==> config.mk <==
export PLATFORM = sky130hd
export DESIGN_NAME = hilbert_index_3d
export DESIGN_NICKNAME = d
export VERILOG_FILES = /design/src/sv/hid3_pkg.sv /design/src/sv/hilbert_index_3d.sv /design/src/sv/hid3_stage.sv
export SDC_FILE = /design/constraint.sdc
export NUM_CORES = 2
export LEC_CHECK = 0
export BUFFER_PORTS_ARGS = -buffer_cell sky130_fd_sc_hd__buf_2
export CORE_MARGIN = 2
export CORE_UTILIZATION = 68
export DETAILED_ROUTE_END_ITERATION = 8
export PLACE_DENSITY = 0.86
export SLEW_MARGIN = 0
export SYNTH_ARGS = -nofsm -noshare
export SYNTH_HDL_FRONTEND = slang
export SYNTH_SLANG_ARGS = --single-unit
==> constraint.sdc <==
create_clock -name clk -period 17.2 [get_ports clk]
set_clock_uncertainty 0.2 [all_clocks]
set_input_delay 0.86 -clock clk [delete_from_list [all_inputs] [get_ports clk]]
set_output_delay 0.86 -clock clk [all_outputs]
set_load 0.005 [all_outputs]
==> src/sv/hid3_pkg.sv <==
// Shared types, rotation tables and widths for the 3D Hilbert index pipeline.
`default_nettype none
package hid3_pkg;

  localparam int LEVELS_W = 5;
  localparam int CFG_W    = 8;
  localparam int CODE_OUT_W = 63;
  localparam int OUT_TDATA_W = 64;

  // Eight 3-bit entries, entry 0 in the low bits.
  typedef logic [7:0][2:0] hid3_rot_t;

  // Starting octant order, entries 7 down to 0.
  localparam hid3_rot_t GEO_ORDER = {3'd5, 3'd6, 3'd2, 3'd1, 3'd4, 3'd7, 3'd3, 3'd0};

  // Transition rows selected by the emitted digit.
  localparam hid3_rot_t TRANS [8] = '{
    {3'd3, 3'd4, 3'd5, 3'd2, 3'd1, 3'd6, 3'd7, 3'd0},
    {3'd1, 3'd2, 3'd5, 3'd6, 3'd7, 3'd4, 3'd3, 3'd0},
    {3'd1, 3'd2, 3'd5, 3'd6, 3'd7, 3'd4, 3'd3, 3'd0},
    {3'd5, 3'd4, 3'd7, 3'd6, 3'd1, 3'd0, 3'd3, 3'd2},
    {3'd5, 3'd4, 3'd7, 3'd6, 3'd1, 3'd0, 3'd3, 3'd2},
    {3'd7, 3'd4, 3'd3, 3'd0, 3'd1, 3'd2, 3'd5, 3'd6},
    {3'd7, 3'd4, 3'd3, 3'd0, 3'd1, 3'd2, 3'd5, 3'd6},
    {3'd7, 3'd0, 3'd1, 3'd6, 3'd5, 3'd2, 3'd3, 3'd4}
  };

  function automatic hid3_rot_t hid3_rotate(input logic [2:0] digit, input hid3_rot_t rot);
    hid3_rot_t res;
    hid3_rot_t row;
    row = TRANS[digit];
    for (int i = 0; i < 8; i++) begin
      res[i] = row[rot[i]];
    end
    return res;
  endfunction

endpackage
`default_nettype wire

==> src/sv/hilbert_index_3d.sv <==
// One register per level between input beat and result beat; each stage holds under stall.
// Throughput: one beat per cycle unless stalled; each level stage has its own valid.
// Bubbles collapse: a stage takes a new beat whenever it is empty or its successor advances.
// Reset (rst_n low, synchronous) empties every stage and sets levels to 21.
// Levels above MAX_LEVELS act as MAX_LEVELS; zero levels give a zero code.
`default_nettype none
module hilbert_index_3d
  import hid3_pkg::*;
#(
  parameter int MAX_LEVELS  = 21,
  parameter int COORD_WIDTH = 64
) (
  input  wire logic                                   clk,
  input  wire logic                                   rst_n,
  input  wire logic                                   in_tvalid,
  output logic                                        in_tready,
  // x_coord, y_coord, z_coord from bit 0 up, zero padding to whole bytes
  input  wire logic [((3*COORD_WIDTH+7)/8)*8-1:0]     in_tdata,
  output logic                                        out_tvalid,
  input  wire logic                                   out_tready,
  // curve_code from bit 0 up, one zero pad bit
  output logic [OUT_TDATA_W-1:0]                      out_tdata,
  input  wire logic                                   cfg_tvalid,
  output logic                                        cfg_tready,
  // levels in bits 4:0, upper bits ignored
  input  wire logic [CFG_W-1:0]                       cfg_tdata
);

  localparam int CODE_W = 3 * MAX_LEVELS;
  localparam logic [LEVELS_W-1:0] MAX_LEV = LEVELS_W'(MAX_LEVELS);

  logic [LEVELS_W-1:0] levels_r;
  logic [LEVELS_W-1:0] levels_eff;

  logic                   vld [0:MAX_LEVELS];
  logic                   rdy [0:MAX_LEVELS];
  logic [COORD_WIDTH-1:0] xs [0:MAX_LEVELS];
  logic [COORD_WIDTH-1:0] ys [0:MAX_LEVELS];
  logic [COORD_WIDTH-1:0] zs [0:MAX_LEVELS];
  logic [CODE_W-1:0]      codes [0:MAX_LEVELS];
  hid3_rot_t              rots [0:MAX_LEVELS];

  assign cfg_tready = 1'b1;

  always_ff @(posedge clk) begin
    if (!rst_n) begin
      levels_r <= LEVELS_W'(21);
    end else if (cfg_tvalid && cfg_tready) begin
      levels_r <= cfg_tdata[LEVELS_W-1:0];
    end
  end

  assign levels_eff = (levels_r > MAX_LEV) ? MAX_LEV : levels_r;

  assign vld[0]   = in_tvalid;
  assign in_tready = rdy[0];
  assign xs[0]    = in_tdata[COORD_WIDTH-1:0];
  assign ys[0]    = in_tdata[2*COORD_WIDTH-1:COORD_WIDTH];
  assign zs[0]    = in_tdata[3*COORD_WIDTH-1:2*COORD_WIDTH];
  assign codes[0] = '0;
  assign rots[0]  = GEO_ORDER;

  for (genvar g = 0; g < MAX_LEVELS; g++) begin : g_lvl
    hid3_stage #(
      .COORD_WIDTH(COORD_WIDTH),
      .CODE_W     (CODE_W)
    ) u_stage (
      .clk      (clk),
      .rst_n    (rst_n),
      .active   (levels_eff > LEVELS_W'(g)),
      .in_valid (vld[g]),
      .in_ready (rdy[g]),
      .in_x     (xs[g]),
      .in_y     (ys[g]),
      .in_z     (zs[g]),
      .in_code  (codes[g]),
      .in_rot   (rots[g]),
      .out_valid(vld[g+1]),
      .out_ready(rdy[g+1]),
      .out_x    (xs[g+1]),
      .out_y    (ys[g+1]),
      .out_z    (zs[g+1]),
      .out_code (codes[g+1]),
      .out_rot  (rots[g+1])
    );
  end

  assign rdy[MAX_LEVELS] = out_tready;
  assign out_tvalid      = vld[MAX_LEVELS];
  assign out_tdata       = OUT_TDATA_W'(codes[MAX_LEVELS]);

  // a ready sink must never back-pressure the source
  a_ready_path: assert property (@(posedge clk) disable iff (!rst_n)
    out_tready |-> in_tready)
    else $error("input stalled while output is ready");

  a_reset_empty: assert property (@(posedge clk)
    (rst_n && $past(!rst_n)) |-> !out_tvalid)
    else $error("result beat right after reset");

  a_pad_zero: assert property (@(posedge clk) disable iff (!rst_n)
    out_tvalid |-> !out_tdata[OUT_TDATA_W-1])
    else $error("pad bit of result set");

  a_cfg_always: assert property (@(posedge clk) disable iff (!rst_n)
    (cfg_tvalid && $past(rst_n)) |=> (levels_r == $past(cfg_tdata[LEVELS_W-1:0])))
    else $error("levels write lost");

endmodule
`default_nettype wire

==> src/sv/hid3_stage.sv <==
// One level, if active: picks the octant, appends a digit, rewrites the rotation.
`default_nettype none
module hid3_stage
  import hid3_pkg::*;
#(
  parameter int COORD_WIDTH = 64,
  parameter int CODE_W      = 63
) (
  input  wire logic                   clk,
  input  wire logic                   rst_n,
  input  wire logic                   active,
  input  wire logic                   in_valid,
  output logic                        in_ready,
  input  wire logic [COORD_WIDTH-1:0] in_x,
  input  wire logic [COORD_WIDTH-1:0] in_y,
  input  wire logic [COORD_WIDTH-1:0] in_z,
  input  wire logic [CODE_W-1:0]      in_code,
  input  wire hid3_rot_t              in_rot,
  output logic                        out_valid,
  input  wire logic                   out_ready,
  output logic [COORD_WIDTH-1:0]      out_x,
  output logic [COORD_WIDTH-1:0]      out_y,
  output logic [COORD_WIDTH-1:0]      out_z,
  output logic [CODE_W-1:0]           out_code,
  output hid3_rot_t                   out_rot
);

  logic                   valid_r;
  logic [COORD_WIDTH-1:0] x_r, y_r, z_r, x_nxt, y_nxt, z_nxt;
  logic [CODE_W-1:0]      code_r, code_nxt;
  hid3_rot_t              rot_r, rot_nxt;
  logic [2:0]             word;
  logic [2:0]             digit;
  logic                   load;

  assign in_ready = !valid_r || out_ready;
  assign load     = in_valid && in_ready;

  always_comb begin
    word  = {in_z[COORD_WIDTH-1], in_y[COORD_WIDTH-1], in_x[COORD_WIDTH-1]};
    digit = in_rot[word];
    if (active) begin
      // shift in zeros so levels past the coordinate width read as zero
      x_nxt    = in_x << 1;
      y_nxt    = in_y << 1;
      z_nxt    = in_z << 1;
      code_nxt = (in_code << 3) | CODE_W'(digit);
      rot_nxt  = hid3_rotate(digit, in_rot);
    end else begin
      x_nxt    = in_x;
      y_nxt    = in_y;
      z_nxt    = in_z;
      code_nxt = in_code;
      rot_nxt  = in_rot;
    end
  end

  always_ff @(posedge clk) begin
    if (!rst_n) begin
      valid_r <= 1'b0;
    end else if (in_ready) begin
      valid_r <= in_valid;
    end
  end

  always_ff @(posedge clk) begin
    if (load) begin
      x_r    <= x_nxt;
      y_r    <= y_nxt;
      z_r    <= z_nxt;
      code_r <= code_nxt;
      rot_r  <= rot_nxt;
    end
  end

  assign out_valid = valid_r;
  assign out_x     = x_r;
  assign out_y     = y_r;
  assign out_z     = z_r;
  assign out_code  = code_r;
  assign out_rot   = rot_r;

endmodule
`default_nettype wire
==> results.cfg <==
[hold_path]
hold_start = cfg_tdata[0]
worstHoldEndpoint = levels_r[0]
min_path_cells = 3
min_path_type = input pin to flop

[layout]
drive_above_1_share_pct = 10.17
n_antenna_cell = 0
nFillCells = 7903
nNetsFinal = 8446
regArea_sq_mm = 0.04974
multi_input_area_sq_mm = 0.03299
syn_to_final_growth_pct = 7.391
final_cells = 9949

[logic_synthesis]
syn_nets = 8698
synth_cell_type_count = 79
yosys_warnings = 0
ys_ff_latch = 1665
synth_cells = 8415
async_flop_share_pct = 0
yosysSeqAreaShare_pct = 58.10
avgSynthCellArea_sq_um = 10.17
syn_area_sq_mm = 0.08560
synth_edf_count = 1639
synth-main-ff-cell = edfxtp_1

[route]
drc = 0
highest_layer = met4
postRouteAntennaNets = 0
drt-met1-wl_mm = 72.38
drt-total-wl_mm = 193.2
vias_per_cell = 6.137
wl_met2_mm = 99.81
vias = 61055
drt_pass1_iterations = 6
drt_iter0_markers = 7048
wl_per_cell_um = 19.42
dr_wl_met3_mm = 13.16

[clocking]
cts_buffers = 166
post_cts_resized = 0
cts_num_sinks = 1665
cts_max_level = 4
insertion_delay_ns = 0.80
postCtsSetupBuffers = 0
ctsHoldBuffers = 0
root_buffer = clkbuf_16
clockBufferDepth = 3
cts_tree = built
cts.reportedPaths.clkPinSlew_ns = 0.06

[global_route]
grt_antenna_before_repair = 0
grt_first_pass_wirelength_mm = 307.9
grt_max_degree = 91
grtUsageTotal_pct = 29.58
grt_pass1_vias = 59883
overflow = 0

[sta]
grt_setup_unrepaired = no
finalCritPeriodShare_pct = 26.47
hold_viol = 0
maxSlewHeadroom_pct = 17.58
worstMarginPinSlew_ns = 1.236
fin_tns_setup_ns = 0
layout_min_cycle_time_ns = 4.554
fmax_mhz = 219.6
maxSlewViolCount = 0
setup_viol = 0

[floorplanning]
fp.dieH_um = 358.8
die-width_um = 358.8
core-area_sq_mm = 0.1252
start_util_pct = 68.35
io_pins = 272
die_area_sq_mm = 0.1287
rows = 130

[critical_path]
crit_arrival_ns = 3.49
path_cells = and4b_1 -> nand4_1 -> nor4_2 -> nand3_1 -> buf_2
path_max_fanout = 8
critPathRequiredTime_ns = 16.14
rr_endpoint = g_lvl[17].u_stage.out_rot[4]
crit_type = flop to output pin
cp_slowest_stage_delay_ns = 0.90
r2r_start = levels_r[4]
r2r_setup_slack_ns = 13.19
cpMaxStageDelayCell = nor4_2
r2r_cells = 7
startpoint_type = flop
worstSetupEndpointType = output pin

[run]
max-cap-violations = 0

[placed_design]
gp_congestion = 0.9021
hpwl_mm = 125.3
port-buffer-count = 137
place_inst = 9645

[outcome]
status = completed

[pwr]
ir_drop_v = 0.0001084
leakage_nw = 36.49
power.density_mw_per_mm2 = 95.46
finalPower_mw = 8.775
[layout by cell type, fill, tap and decap left out, types with 137 or more instances in the layout]
cell type	Yosys	routed
nand2_1	3490	3486
edfxtp_1	1639	1639
mux2i_1	291	288
nor2_1	293	285
mux2_2	241	241
a21oi_1	201	196
o21ai_0	179	178
clkbuf_16	0	167
inv_1	145	145
buf_2	57	137
[cell type report]
class / instances / share of cell area (%)
multi-input combinational: 5973 / 35.89
timing repair buffer: 207 / 1.317
clock buffer: 219 / 4.769
tap: 1650 / 2.246
inverter: 150 / 0.6125
clock inverter: 85 / 1.058
sequential: 1665 / 54.11
[worst max-delay path by stage]
| stage | start | end | slack, ns | cells past startpoint |
|---|---|---|---|---|
| 6_report | g_lvl[18].u_stage.out_valid | in_tready | 12.65 | 5 |
| 5_1_grt | g_lvl[18].u_stage.out_valid | in_tready | 12.48 | 5 |
| 4_1_cts | g_lvl[18].u_stage.out_valid | in_tready | 12.63 | 5 |
| 3_5_place_dp | out_tready | in_tready | 12.96 | 6 |
| 3_3_place_gp | out_tready | in_tready | 12.96 | 6 |
| 2_1_floorplan | out_tready | g_lvl[1].u_stage.out_code[0] | 9.19 | 5 |
[routing by layer]
layer,track usage [%],up-vias
met5,0,-
met4,12.39,0
met3,4.071,517
met2,52.92,2646
met1,36.09,29421
li1,-,28471
[logic make-up after synthesis]
family                   share of synthesized area, %
buffers and inverters                           3.846
XOR/XNOR                                       0.8390
AND/OR/NAND/NOR                                 20.32
flip-flops                                      58.10
multiplexers                                    8.852
AO/OA/AOI/OAI                                   6.896
adder cells (fa/ha/maj)                         1.140
other                                        0.008773
[flip-flops by register name, indices dropped and copies added, names as in the netlist]
name	count
g_lvl.u_stage.out_code	693
g_lvl.u_stage.out_rot	316
g_lvl.u_stage.out_valid	21
g_lvl.u_stage.out_x	210
g_lvl.u_stage.out_y	210
g_lvl.u_stage.out_z	210
levels_r	5
[cell usage after synthesis (48+ instances only)]
cell      instances  share of area (%)
nand2_1        3490                 15
edfxtp_1       1639                 57
clkbuf_1        391                1.7
nor2_1          293                1.3
mux2i_1         291                3.4
mux2_2          241                3.2
a21oi_1         201                1.2
o21ai_0         179                1.0
inv_1           145               0.64
nor2b_1         123               0.90
buf_1           103               0.45
nor3_1           92               0.54
mux4_2           79                2.1
ha_1             78                1.1
and2_1           77               0.56
buf_4            71               0.62
o31ai_1          61               0.53
nand3_1          58               0.34
buf_2            57               0.33
xnor2_1          52               0.53
a31oi_1          48               0.35
[report_power, final]
| group | total [mW] | internal [mW] | switching [mW] | leakage, nW |
|---|---|---|---|---|
| combinational | 0.656 | 0.225 | 0.430 | 18.8 |
| clock | 3.56 | 2.00 | 1.57 | 2.56 |
| sequential | 4.56 | 4.51 | 0.0419 | 15.1 |
| total | 8.78 | 6.74 | 2.04 | 36.5 |
[stage by stage]
step	instance area, sq um	setup WS [ns]	hold WS (ns)	util (%)
3_5_place_dp	86570	12.96	0.2684	69.12
5_1_grt	91930	12.48	0.07148	73.40
2_1_floorplan	85600	9.193	0.2405	-
3_3_place_gp	86570	12.96	0.2592	69.12
6_report	91930	12.65	0.09451	73.40
4_1_cts	91930	12.63	0.05097	73.40
[worst max-delay path: cells and delay by family (launching register included)]
kind	cells	cell delay [ns]
and+or+nand+nor	4	2.05
DFF	1	0.38
buffers and inverters	1	0.24
Note: power is estimated with default switching activity, not from simulation.
